File: config.mk
export PLATFORM = sky130hd
export DESIGN_NAME = varint_tlv_frame_parser_unit
export DESIGN_NICKNAME = d
export VERILOG_FILES = /design/src/rtl/tvp_pkg.sv /design/src/rtl/tvp_in_stage.sv /design/src/rtl/tvp_parse_core.sv /design/src/rtl/tvp_out_stage.sv /design/src/rtl/varint_tlv_frame_parser_unit.sv
export SDC_FILE = /design/constraint.sdc
export NUM_CORES = 1
export LEC_CHECK = 0
export BUFFER_PORTS_ARGS = -buffer_cell sky130_fd_sc_hd__buf_2
export CORE_MARGIN = 2
export CORE_UTILIZATION = 55
export CTS_CLUSTER_DIAMETER = 50
export CTS_CLUSTER_SIZE = 10
export DETAILED_ROUTE_END_ITERATION = 12
export PLACE_DENSITY_LB_ADDON = 0.25
export SETUP_SLACK_MARGIN = 0.2
export SYNTH_ARGS = -nofsm -noshare
export SYNTH_HDL_FRONTEND = slang
export SYNTH_SLANG_ARGS = --single-unit
File: constraint.sdc
create_clock -name clock -period 18.6 [get_ports clock]
set_clock_uncertainty 0.2 [all_clocks]
set_input_delay 4.65 -clock clock [delete_from_list [all_inputs] [get_ports clock]]
set_output_delay 4.65 -clock clock [all_outputs]
set_load 0.05 [all_outputs]
File: src/rtl/tvp_pkg.sv
// Package for the varint TLV frame parser.
// Holds the parse phases, event codes, the event record, register indexes and the varint helper.
// No dependencies.
package tvp_pkg;

   localparam int unsigned CSR_INDEX_W = 4;
   localparam int unsigned CSR_DATA_W  = 16;

   localparam logic [CSR_INDEX_W-1:0] CSR_MAGIC_WORD      = CSR_INDEX_W'(0);
   localparam logic [CSR_INDEX_W-1:0] CSR_TERMINATOR_BYTE = CSR_INDEX_W'(1);

   localparam logic [15:0] MAGIC_WORD_RESET      = 16'hABCF;
   localparam logic [7:0]  TERMINATOR_BYTE_RESET = 8'h2C;

   localparam int unsigned VARINT_GROUPS  = 10;
   localparam logic [3:0]  VARINT_CNT_MAX = 4'd15;

   typedef enum logic [2:0] {
      PH_MAGIC0,
      PH_MAGIC1,
      PH_FLEN,
      PH_TID,
      PH_TLEN,
      PH_PAYLOAD,
      PH_TERM
   } phase_type;

   typedef enum logic [2:0] {
      EV_HEADER,
      EV_BYTE,
      EV_OK,
      EV_NOTERM,
      EV_BADMAGIC
   } event_kind_type;

   typedef struct packed {
      event_kind_type kind;
      logic [31:0]    token_id;
      logic [31:0]    payload_length;
      logic [31:0]    store_offset;
      logic [7:0]     payload_data;
      logic           length_overrun;
   } event_type;

   // Places the seven data bits of a varint byte at its group position.
   function automatic logic [63:0] varint_bits(input logic [7:0] data, input logic [3:0] cnt);
      logic [63:0] bits;
      bits = '0;
      for (int k = 0; k < VARINT_GROUPS; k++) begin
         if (cnt == 4'(k)) begin
            bits = {57'd0, data[6:0]} << (7 * k);
         end
      end
      return bits;
   endfunction

endpackage

File: src/rtl/tvp_in_stage.sv
// Input register of the varint TLV frame parser.
// Holds one accepted byte until the parse core consumes it; uses tvp_pkg.
module tvp_in_stage
   import tvp_pkg::*;
(
   input  logic       clock,
   input  logic       reset,
   input  logic       req_valid,
   output logic       req_ready,
   input  logic [7:0] req_data_byte,
   input  logic       fire,
   output logic       in_valid,
   output logic [7:0] in_byte
);

   logic       valid_ff;
   logic       valid_in;
   logic [7:0] byte_ff;
   logic [7:0] byte_in;

   assign req_ready = !valid_ff || fire;

   always_comb begin
      valid_in = valid_ff;
      byte_in  = byte_ff;
      if (req_valid && req_ready) begin
         valid_in = 1'b1;
         byte_in  = req_data_byte;
      end else if (fire) begin
         valid_in = 1'b0;
      end
   end

   always_ff @(posedge clock) begin
      if (reset) begin
         valid_ff <= 1'b0;
      end else begin
         valid_ff <= valid_in;
      end
      byte_ff <= byte_in;
   end

   assign in_valid = valid_ff;
   assign in_byte  = byte_ff;

endmodule

File: src/rtl/tvp_parse_core.sv
// Parse core of the varint TLV frame parser: frame state, configuration registers
// and the combinational decode of one byte into at most one event. Uses tvp_pkg.
module tvp_parse_core
   import tvp_pkg::*;
(
   input  logic                   clock,
   input  logic                   reset,
   input  logic                   csr_valid,
   output logic                   csr_ready,
   input  logic [CSR_INDEX_W-1:0] csr_index,
   input  logic [CSR_DATA_W-1:0]  csr_data,
   input  logic                   fire,
   input  logic [7:0]             in_byte,
   output logic                   ev_valid,
   output event_type              ev
);

   logic [15:0] magic_ff;
   logic [7:0]  term_ff;

   phase_type   phase_ff, phase_in;
   logic [7:0]  first_ff, first_in;
   logic [63:0] acc_ff, acc_in;
   logic [3:0]  cnt_ff, cnt_in;
   logic [63:0] fbl_ff, fbl_in;
   logic        ovr_ff, ovr_in;
   logic [31:0] tid_ff, tid_in;
   logic [31:0] pl_ff, pl_in;
   logic [31:0] off_ff, off_in;

   logic [63:0] acc_take;
   logic [3:0]  cnt_take;
   logic        varint_last;
   logic [63:0] fbl_dec;
   logic        fbl_empty;
   logic        fbl_dec_zero;
   logic [31:0] pl_len;

   assign csr_ready = 1'b1;

   always_ff @(posedge clock) begin
      if (reset) begin
         magic_ff <= MAGIC_WORD_RESET;
         term_ff  <= TERMINATOR_BYTE_RESET;
      end else if (csr_valid && csr_ready) begin
         case (csr_index)
            CSR_MAGIC_WORD: begin
               magic_ff <= csr_data[15:0];
            end
            CSR_TERMINATOR_BYTE: begin
               term_ff <= csr_data[7:0];
            end
            default: begin
            end
         endcase
      end
   end

   always_ff @(posedge clock) begin
      if (reset) begin
         phase_ff <= PH_MAGIC0;
         first_ff <= '0;
         acc_ff   <= '0;
         cnt_ff   <= '0;
         fbl_ff   <= '0;
         ovr_ff   <= 1'b0;
         tid_ff   <= '0;
         pl_ff    <= '0;
         off_ff   <= '0;
      end else if (fire) begin
         phase_ff <= phase_in;
         first_ff <= first_in;
         acc_ff   <= acc_in;
         cnt_ff   <= cnt_in;
         fbl_ff   <= fbl_in;
         ovr_ff   <= ovr_in;
         tid_ff   <= tid_in;
         pl_ff    <= pl_in;
         off_ff   <= off_in;
      end
   end

   always_comb begin
      acc_take     = acc_ff | varint_bits(in_byte, cnt_ff);
      cnt_take     = (cnt_ff == VARINT_CNT_MAX) ? cnt_ff : cnt_ff + 4'd1;
      varint_last  = !in_byte[7];
      fbl_empty    = (fbl_ff == 64'd0);
      fbl_dec      = fbl_empty ? 64'd0 : fbl_ff - 64'd1;
      fbl_dec_zero = (fbl_ff[63:1] == 63'd0);
      pl_len       = (acc_take[63:32] != 32'd0) ? 32'hFFFF_FFFF : acc_take[31:0];

      phase_in = phase_ff;
      first_in = first_ff;
      acc_in   = acc_ff;
      cnt_in   = cnt_ff;
      fbl_in   = fbl_ff;
      ovr_in   = ovr_ff;
      tid_in   = tid_ff;
      pl_in    = pl_ff;
      off_in   = off_ff;
      ev       = '0;
      ev_valid = 1'b0;

      case (phase_ff)
         PH_MAGIC1: begin
            if ({first_ff, in_byte} != magic_ff) begin
               ev.kind  = EV_BADMAGIC;
               ev_valid = 1'b1;
               phase_in = PH_MAGIC0;
            end else begin
               acc_in   = '0;
               cnt_in   = '0;
               fbl_in   = '0;
               ovr_in   = 1'b0;
               off_in   = '0;
               phase_in = PH_FLEN;
            end
         end
         PH_FLEN: begin
            acc_in = acc_take;
            cnt_in = cnt_take;
            if (varint_last) begin
               fbl_in   = acc_take;
               acc_in   = '0;
               cnt_in   = '0;
               phase_in = (acc_take == 64'd0) ? PH_TERM : PH_TID;
            end
         end
         PH_TID: begin
            fbl_in = fbl_dec;
            ovr_in = ovr_ff | fbl_empty;
            acc_in = acc_take;
            cnt_in = cnt_take;
            if (varint_last) begin
               tid_in   = acc_take[31:0];
               acc_in   = '0;
               cnt_in   = '0;
               phase_in = PH_TLEN;
            end
         end
         PH_TLEN: begin
            fbl_in = fbl_dec;
            ovr_in = ovr_ff | fbl_empty;
            acc_in = acc_take;
            cnt_in = cnt_take;
            if (varint_last) begin
               pl_in             = pl_len;
               ev.kind           = EV_HEADER;
               ev.token_id       = tid_ff;
               ev.payload_length = pl_len;
               ev.store_offset   = off_ff;
               ev_valid          = 1'b1;
               if (pl_len == 32'd0) begin
                  acc_in   = '0;
                  cnt_in   = '0;
                  phase_in = fbl_dec_zero ? PH_TERM : PH_TID;
               end else begin
                  phase_in = PH_PAYLOAD;
               end
            end
         end
         PH_PAYLOAD: begin
            fbl_in          = fbl_dec;
            ovr_in          = ovr_ff | fbl_empty;
            ev.kind         = EV_BYTE;
            ev.store_offset = off_ff;
            ev.payload_data = in_byte;
            ev_valid        = 1'b1;
            off_in          = off_ff + 32'd1;
            pl_in           = pl_ff - 32'd1;
            if (pl_ff == 32'd1) begin
               acc_in   = '0;
               cnt_in   = '0;
               phase_in = fbl_dec_zero ? PH_TERM : PH_TID;
            end
         end
         PH_TERM: begin
            ev.kind           = (in_byte == term_ff) ? EV_OK : EV_NOTERM;
            ev.length_overrun = ovr_ff;
            ev_valid          = 1'b1;
            phase_in          = PH_MAGIC0;
         end
         default: begin
            first_in = in_byte;
            phase_in = PH_MAGIC1;
         end
      endcase
   end

   a_badmagic_restart: assert property (@(posedge clock) disable iff (reset)
      fire && ev_valid && ev.kind == EV_BADMAGIC |=> phase_ff == PH_MAGIC0)
      else $error("bad magic did not return to the magic search");

   a_frame_end_restart: assert property (@(posedge clock) disable iff (reset)
      fire && ev_valid && (ev.kind == EV_OK || ev.kind == EV_NOTERM)
      |=> phase_ff == PH_MAGIC0)
      else $error("frame end did not return to the magic search");

   a_payload_nonzero: assert property (@(posedge clock) disable iff (reset)
      phase_ff == PH_PAYLOAD |-> pl_ff != 32'd0)
      else $error("payload phase entered with no bytes left");

   a_offset_step: assert property (@(posedge clock) disable iff (reset)
      fire && ev.kind == EV_BYTE && ev_valid |=> off_ff == $past(off_ff) + 32'd1)
      else $error("store offset did not advance on a payload byte");

endmodule

File: src/rtl/tvp_out_stage.sv
// Result register of the varint TLV frame parser.
// Holds one event word until the consumer takes it; uses tvp_pkg.
module tvp_out_stage
   import tvp_pkg::*;
(
   input  logic      clock,
   input  logic      reset,
   input  logic      fire,
   input  logic      ev_valid,
   input  event_type ev,
   output logic      load_ok,
   output logic      rsp_valid,
   input  logic      rsp_ready,
   output event_type rsp_ev
);

   logic      valid_ff;
   logic      valid_in;
   event_type ev_ff;
   event_type ev_in;

   assign load_ok = !valid_ff || rsp_ready;

   always_comb begin
      valid_in = valid_ff;
      ev_in    = ev_ff;
      if (fire) begin
         valid_in = ev_valid;
         ev_in    = ev;
      end else if (rsp_ready) begin
         valid_in = 1'b0;
      end
   end

   always_ff @(posedge clock) begin
      if (reset) begin
         valid_ff <= 1'b0;
      end else begin
         valid_ff <= valid_in;
      end
      ev_ff <= ev_in;
   end

   assign rsp_valid = valid_ff;
   assign rsp_ev    = ev_ff;

endmodule

File: src/rtl/varint_tlv_frame_parser_unit.sv
// Top level of the varint TLV frame parser.
// Connects tvp_in_stage, tvp_parse_core and tvp_out_stage; uses tvp_pkg.
//
// The parser takes one frame byte per cycle unless the event consumer stalls, and gives at
// most one event per byte: the byte is held in the input register and its event in the
// result register. The sustained rate of one byte per clock is set by the parse core,
// which decodes a byte combinationally and updates the whole frame state as it is consumed.
// Configuration writes are taken at any time but are meant for an idle parser.
module varint_tlv_frame_parser_unit
   import tvp_pkg::*;
(
   input  logic                   clock,
   input  logic                   reset,
   input  logic                   csr_valid,
   output logic                   csr_ready,
   input  logic [CSR_INDEX_W-1:0] csr_index,
   input  logic [CSR_DATA_W-1:0]  csr_data,
   input  logic                   req_valid,
   output logic                   req_ready,
   input  logic [7:0]             req_data_byte,
   output logic                   rsp_valid,
   input  logic                   rsp_ready,
   output logic [2:0]             rsp_event_kind,
   output logic [31:0]            rsp_token_id,
   output logic [31:0]            rsp_payload_length,
   output logic [31:0]            rsp_store_offset,
   output logic [7:0]             rsp_payload_data,
   output logic                   rsp_length_overrun
);

   logic      in_valid;
   logic [7:0] in_byte;
   logic      load_ok;
   logic      fire;
   logic      ev_valid;
   event_type ev;
   event_type rsp_ev;

   assign fire = in_valid && load_ok;

   tvp_in_stage u_in_stage (
      .clock         (clock),
      .reset         (reset),
      .req_valid     (req_valid),
      .req_ready     (req_ready),
      .req_data_byte (req_data_byte),
      .fire          (fire),
      .in_valid      (in_valid),
      .in_byte       (in_byte)
   );

   tvp_parse_core u_parse_core (
      .clock     (clock),
      .reset     (reset),
      .csr_valid (csr_valid),
      .csr_ready (csr_ready),
      .csr_index (csr_index),
      .csr_data  (csr_data),
      .fire      (fire),
      .in_byte   (in_byte),
      .ev_valid  (ev_valid),
      .ev        (ev)
   );

   tvp_out_stage u_out_stage (
      .clock     (clock),
      .reset     (reset),
      .fire      (fire),
      .ev_valid  (ev_valid),
      .ev        (ev),
      .load_ok   (load_ok),
      .rsp_valid (rsp_valid),
      .rsp_ready (rsp_ready),
      .rsp_ev    (rsp_ev)
   );

   assign rsp_event_kind     = rsp_ev.kind;
   assign rsp_token_id       = rsp_ev.token_id;
   assign rsp_payload_length = rsp_ev.payload_length;
   assign rsp_store_offset   = rsp_ev.store_offset;
   assign rsp_payload_data   = rsp_ev.payload_data;
   assign rsp_length_overrun = rsp_ev.length_overrun;

endmodule

Yosys cells after proc, flatten, opt, wreduce, memory -nomap -nowiden
Cells that the tools add are included.

Add/subtract/negate cells: 4. Multipliers: 0. Divide/modulo/power cells: 0. Order comparisons: 0. Equal/unequal tests: 25. Shift-type cells: 0. Muxes and demuxes: 54. Bitwise operators: 5. Reductions and logical operators: 35.

Operator list (count): $mux W64 (8); $pmux W64 S4 (1); $pmux W32 S2 (3); $pmux W64 S3 (1); $logic_not A64 Y1 (2); $mux W32 (4); $or A64 B64 Y64 (1); $sub A64 B1 Y64 const B (1); $logic_not A63 Y1 (1); $mux W63 (1); $mux W56 (1); $mux W49 (1); $mux W42 (1); $mux W35 (1); $add A32 B1 Y32 const B (1); $eq A32 B1 Y1 const B (1); $logic_not A32 Y1 (1); $reduce_bool A32 Y1 (1); $sub A32 B1 Y32 const B (1); $mux W28 (1); $mux W3 (8); $mux W4 (6); $mux W21 (1); $pmux W3 S6 (1); other kinds (36) (74).

Bits in registers: 382. Bits in latches: 0. RAM bits: 0. ROM bits: 0. Memories kept: 0.

Depth between registers and ports, before layout
Depth after elaboration: 18. Gate-level depth with buffers: 12. Gate-level depth less buffers: 9.

Cells and area by module
Synthesis repeated with hierarchy kept, for this count alone.

Cell total of the unflattened synthesis: 1907. Area, all modules: 17626.9 um^2.

By module, submodules not included: tvp_parse_core (times used 1, cells each 1781, area each 14028.5 um^2); tvp_out_stage (times used 1, cells each 112, area each 3296.9 um^2); tvp_in_stage (times used 1, cells each 13, area each 295.3 um^2); varint_tlv_frame_parser_unit (times used 1, cells each 1, area each 6.3 um^2).

Worst setup path after synthesis
OpenSTA, ideal clock, no wires.

Path kind: input -> output. Start: input port rsp_ready. End: output port req_ready. Arrival time: 5.133 ns. Data required time: 13.750 ns. Path slack: 8.617 ns. Stages: 1. Cells stage by stage: nand3b_1.

Cells in the longest elaborated chain, start to end: 3.

Ends and longest elaborated chain: start, declared (RTL line varint_tlv_frame_parser_unit.sv:22) `input logic rsp_ready,`; $logic_or A1 B1 Y1 (RTL line tvp_out_stage.sv:22) `assign load_ok = !valid_ff || rsp_ready;`; $logic_and A1 B1 Y1 (RTL line varint_tlv_frame_parser_unit.sv:39) `assign fire = in_valid && load_ok;`; $logic_or A1 B1 Y1 (RTL line tvp_in_stage.sv:21) `assign req_ready = !valid_ff || fire;`; end, declared (RTL line varint_tlv_frame_parser_unit.sv:19) `output logic req_ready,`.

Every way passes these cells.

Worst setup path in the final report
Same ends and word-level chain as after synthesis.

==> out/metrics.json <==
{
  "status": {
    "result_of_the_run": "finished, final reports clean"
  },
  "synthesis": {
    "synth.yosys.seq_area_share": 0.496,
    "yosys.area.top_type_share": 0.300,
    "yosys_warnings": 0,
    "avgSynthCellArea_um2": 8.94,
    "ys.flop_type": "sky130_fd_sc_hd__dfxtp_1",
    "asyncSetResetFlopFracSynth": 0,
    "ys_seq_elements": 382,
    "synth_enable_flop_cells": 116,
    "synth_area_leader_cell": "sky130_fd_sc_hd__dfxtp_1",
    "syn_nets": 2026,
    "synthesized_cell_area_um2": 17700,
    "number_of_cells_produced_by_synthesis": 1985,
    "synthTopCellsByArea": "sky130_fd_sc_hd__dfxtp_1, sky130_fd_sc_hd__edfxtp_1, sky130_fd_sc_hd__a21oi_1",
    "synth_cell_type_count": 84
  },
  "place": {
    "place.port_buffers": 142,
    "hpwl_um": 32900,
    "gp_routability_congestion": 0.901
  },
  "finish": {
    "drive_above_1_share": 0.125,
    "fillers": 2622,
    "layout.nets": 2096,
    "num_antenna_cells": 0,
    "syn_to_final_growth_pct": 12.9
  },
  "route": {
    "drcViolationCount": 0,
    "post_route_antenna_net_violation_count": 0,
    "drt-initial-drc-count": 1706,
    "drt-pass1-iter-count": 6,
    "total_routed_length_um": 50800,
    "via_per_inst": 6.43,
    "drt-wirelength-per-cell_um": 20.4,
    "route.vias.total": 16000
  },
  "clocking": {
    "cts_made_buffers": 47,
    "cts-hold-fix-buffers": 0,
    "clkTransAtPathRegs_ns": 0.05,
    "clk-insertion-delay-late_ns": 0.55,
    "cts_setup_buffers": 0,
    "ctsLongestPathBuffers": 3,
    "cts-root-buf": "sky130_fd_sc_hd__clkbuf_16",
    "clock_sinks": 382,
    "cts_tree": "yes",
    "htreeDepth": 2,
    "post_cts.resized_instances": 0
  },
  "run": {
    "cap_violations": 0
  },
  "power": {
    "cellPowerDensity_nw_per_um2": 90.8,
    "maximum_vdd_ir_drop_uv": 65.0,
    "clock_power_share": 0.458,
    "total_leakage_power_nw": 7.23,
    "p_seq_frac": 0.485,
    "cellInternalPower_w": 0.00138,
    "psw_w": 0.000435,
    "pwr-share-comb": 0.058,
    "switching_share": 0.239
  },
  "timing": {
    "final-max-slew-violation-count": 0,
    "setup_viol_count_final": 0,
    "worst-slew-pin-transition_ns": 1.18,
    "hold_slack_ns": 0.261,
    "final-hold-violation-count": 0,
    "timing.slew.headroom": 0.217,
    "finalWorstPathRequiredPeriod_ns": 10.01,
    "fmax_mhz": 99.9,
    "fin_tns_setup_ns": 0,
    "layout_worst_path_cycle_share": 0.538,
    "rsz0062_at_grt": "no"
  },
  "floorplanning": {
    "placeable_area_um2": 31600,
    "ioPinCount": 144,
    "core.rowCount": 65,
    "design.die.area_um2": 33700,
    "die_width_um": 184,
    "initial_core_util": 0.561,
    "floorplan.die.height_um": 184
  },
  "setup_path": {
    "required_ns": 13.75,
    "crit_path_max_incr_delay_ns": 0.23,
    "critPathMostFrequentCell": "sky130_fd_sc_hd__buf_2",
    "worstPathCellList": "buf_2, nand3b_1, buf_2",
    "worst-setup-path-type": "input port to primary output",
    "endpoint_kind": "primary output",
    "crit_fanout": 3,
    "timing.critical_path.slowest_stage_cell": "sky130_fd_sc_hd__buf_2",
    "timing.critical_path.from_type": "input port",
    "timing.critical_path.arrival_ns": 5.16
  },
  "global_route": {
    "vias_in_the_first_global_route": 15000,
    "grt_first_pass_wirelength_um": 79700,
    "grt_max_degree": 91,
    "overflow": 0,
    "initial_antenna_violation_count": 0,
    "grt_usage": 0.296
  },
  "hold_path": {
    "timing.hold.worst.class": "register to register"
  }
}
## state kept, by name, indices dropped and copies added (netlist names), 3 cells and up
| signal | flops |
|---|---|
| u_parse_core.off_ff | 32 |
| u_parse_core.tid_ff | 32 |
| u_parse_core.magic_ff | 16 |
| u_in_stage.in_byte | 8 |
| u_parse_core.fbl_ff | 64 |
| u_parse_core.cnt_ff | 4 |
| u_parse_core.phase_ff | 3 |
| u_parse_core.acc_ff | 64 |
| u_out_stage.rsp_ev | 108 |
| u_parse_core.first_ff | 8 |
| u_parse_core.pl_ff | 32 |
| u_parse_core.term_ff | 8 |
## cell type report
type	count	area [um^2]	share of cell area
Inverter	30	115	0.00574
Clock inverter	7	65.1	0.00325
Clock buffer	77	1340	0.0668
Timing Repair Buffer	175	961	0.0479
Multi-Input combinational cell	1419	8250	0.412
Tap cell	402	503	0.0251
Sequential cell	382	8810	0.440
## critical path: cells and delay by family
family | cells | cell delay (ns)
buf+inv | 2 | 0.33
simple gates | 1 | 0.17
## worst paths after layout
kind	end	startpoint	cells past startpoint	slack (ns)
hold reg to reg	u_parse_core.acc_ff[6]	u_parse_core.acc_ff[6]	2	0.26
hold / removal	u_parse_core.acc_ff[6]	u_parse_core.acc_ff[6]	2	0.26
setup / recovery	req_ready	rsp_ready	3	8.59
setup reg to reg	u_parse_core.acc_ff[4]	u_parse_core.cnt_ff[0]	10	13.51
## placed cells by master, fill, tap and decap left out, types with 39 or more instances in the layout
master                        n
sky130_fd_sc_hd__xnor2_1     39
sky130_fd_sc_hd__clkbuf_16   47
sky130_fd_sc_hd__a211oi_1    43
sky130_fd_sc_hd__nor3_1      70
sky130_fd_sc_hd__edfxtp_1   116
sky130_fd_sc_hd__nand2_1    124
sky130_fd_sc_hd__and2_1      73
sky130_fd_sc_hd__nor4_1      39
sky130_fd_sc_hd__o21ai_0    122
sky130_fd_sc_hd__nand3_1     52
sky130_fd_sc_hd__a21oi_1    216
sky130_fd_sc_hd__dfxtp_1    266
sky130_fd_sc_hd__buf_2      141
sky130_fd_sc_hd__nor2_1     236
## stage by stage
stage                     cells  area, um^2  worst slack, ns   util  total power, W
final                      2492       20000             8.59  0.633         0.00182
after global routing       2492       20000             8.57  0.633         0.00187
after CTS                  2492       20000             8.59  0.633         0.00183
after detailed placement   2408       18600             8.59  0.589         0.00100
after global placement     2408       18600             8.61  0.589         0.00100
after floorplan            1985       17700             8.62      -        0.000972
## metal layers
| layer | GRT usage | share of wire | up-vias |
|---|---|---|---|
| met4 | 0.121 | 0.037 | 0 |
| met2 | 0.471 | 0.46 | 800 |
| li1 | - | - | 7434 |
| met1 | 0.403 | 0.42 | 7666 |
| met5 | 0 | 0 | - |
| met3 | 0.0487 | 0.083 | 125 |
## power groups by stage
stage,Combinational [W],Clock (W),Sequential (W)
global placement,0.000103,0,0.000899
floorplan,0.0000473,0,0.000925
global route,0.000111,0.000877,0.000883
finish,0.000105,0.000833,0.000882
detailed placement,0.000104,0,0.000899
CTS,0.000104,0.000840,0.000881
## cell usage after synthesis (4+ instances only)
| cell | instances |
|---|---|
| sky130_fd_sc_hd__dfxtp_1 | 266 |
| sky130_fd_sc_hd__nor2_1 | 237 |
| sky130_fd_sc_hd__a21oi_1 | 217 |
| sky130_fd_sc_hd__nand2_1 | 125 |
| sky130_fd_sc_hd__o21ai_0 | 122 |
| sky130_fd_sc_hd__clkbuf_1 | 119 |
| sky130_fd_sc_hd__edfxtp_1 | 116 |
| sky130_fd_sc_hd__and2_1 | 73 |
| sky130_fd_sc_hd__nor3_1 | 70 |
| sky130_fd_sc_hd__nand3_1 | 52 |
| sky130_fd_sc_hd__a211oi_1 | 43 |
| sky130_fd_sc_hd__nor4_1 | 41 |
| sky130_fd_sc_hd__xnor2_1 | 39 |
| sky130_fd_sc_hd__mux2i_1 | 32 |
| sky130_fd_sc_hd__nand4_1 | 31 |
| sky130_fd_sc_hd__a31oi_1 | 28 |
| sky130_fd_sc_hd__inv_1 | 28 |
| sky130_fd_sc_hd__buf_2 | 25 |
| sky130_fd_sc_hd__o21ai_1 | 25 |
| sky130_fd_sc_hd__and3_1 | 21 |
| sky130_fd_sc_hd__or4_1 | 18 |
| sky130_fd_sc_hd__or3_1 | 17 |
| sky130_fd_sc_hd__nor2b_1 | 16 |
| sky130_fd_sc_hd__xor2_1 | 16 |
| sky130_fd_sc_hd__o211ai_1 | 14 |
| sky130_fd_sc_hd__o32ai_1 | 13 |
| sky130_fd_sc_hd__a41oi_1 | 11 |
| sky130_fd_sc_hd__a22oi_1 | 10 |
| sky130_fd_sc_hd__o221ai_1 | 10 |
| sky130_fd_sc_hd__o22ai_1 | 10 |
| sky130_fd_sc_hd__ha_1 | 8 |
| sky130_fd_sc_hd__a2111oi_0 | 6 |
| sky130_fd_sc_hd__a32o_1 | 6 |
| sky130_fd_sc_hd__and4_1 | 6 |
| sky130_fd_sc_hd__buf_4 | 6 |
| sky130_fd_sc_hd__nand2b_1 | 6 |
| sky130_fd_sc_hd__nor3b_1 | 6 |
| sky130_fd_sc_hd__a21o_1 | 5 |
| sky130_fd_sc_hd__a221oi_1 | 5 |
| sky130_fd_sc_hd__a32oi_1 | 5 |
| sky130_fd_sc_hd__o31a_1 | 5 |
| sky130_fd_sc_hd__nand3b_1 | 4 |
| sky130_fd_sc_hd__nor4bb_1 | 4 |
| sky130_fd_sc_hd__o21a_1 | 4 |
| sky130_fd_sc_hd__o31ai_1 | 4 |
## cell families (layout without fill, tap and decap cells)
kind of cell | Yosys count | count (layout) | share of synthesized area
and+or+nand+nor | 748 | 748 | 0.212
AOI/OAI and AO/OA | 575 | 575 | 0.198
DFF | 382 | 382 | 0.496
buffers and inverters | 184 | 289 | 0.0424
xor gates and xnor gates | 55 | 55 | 0.0271
muxes | 32 | 32 | 0.0181
adders and majority gates | 8 | 8 | 0.00564
other | 1 | 1 | 0.000211
Power figures use the tool's default switching activity.
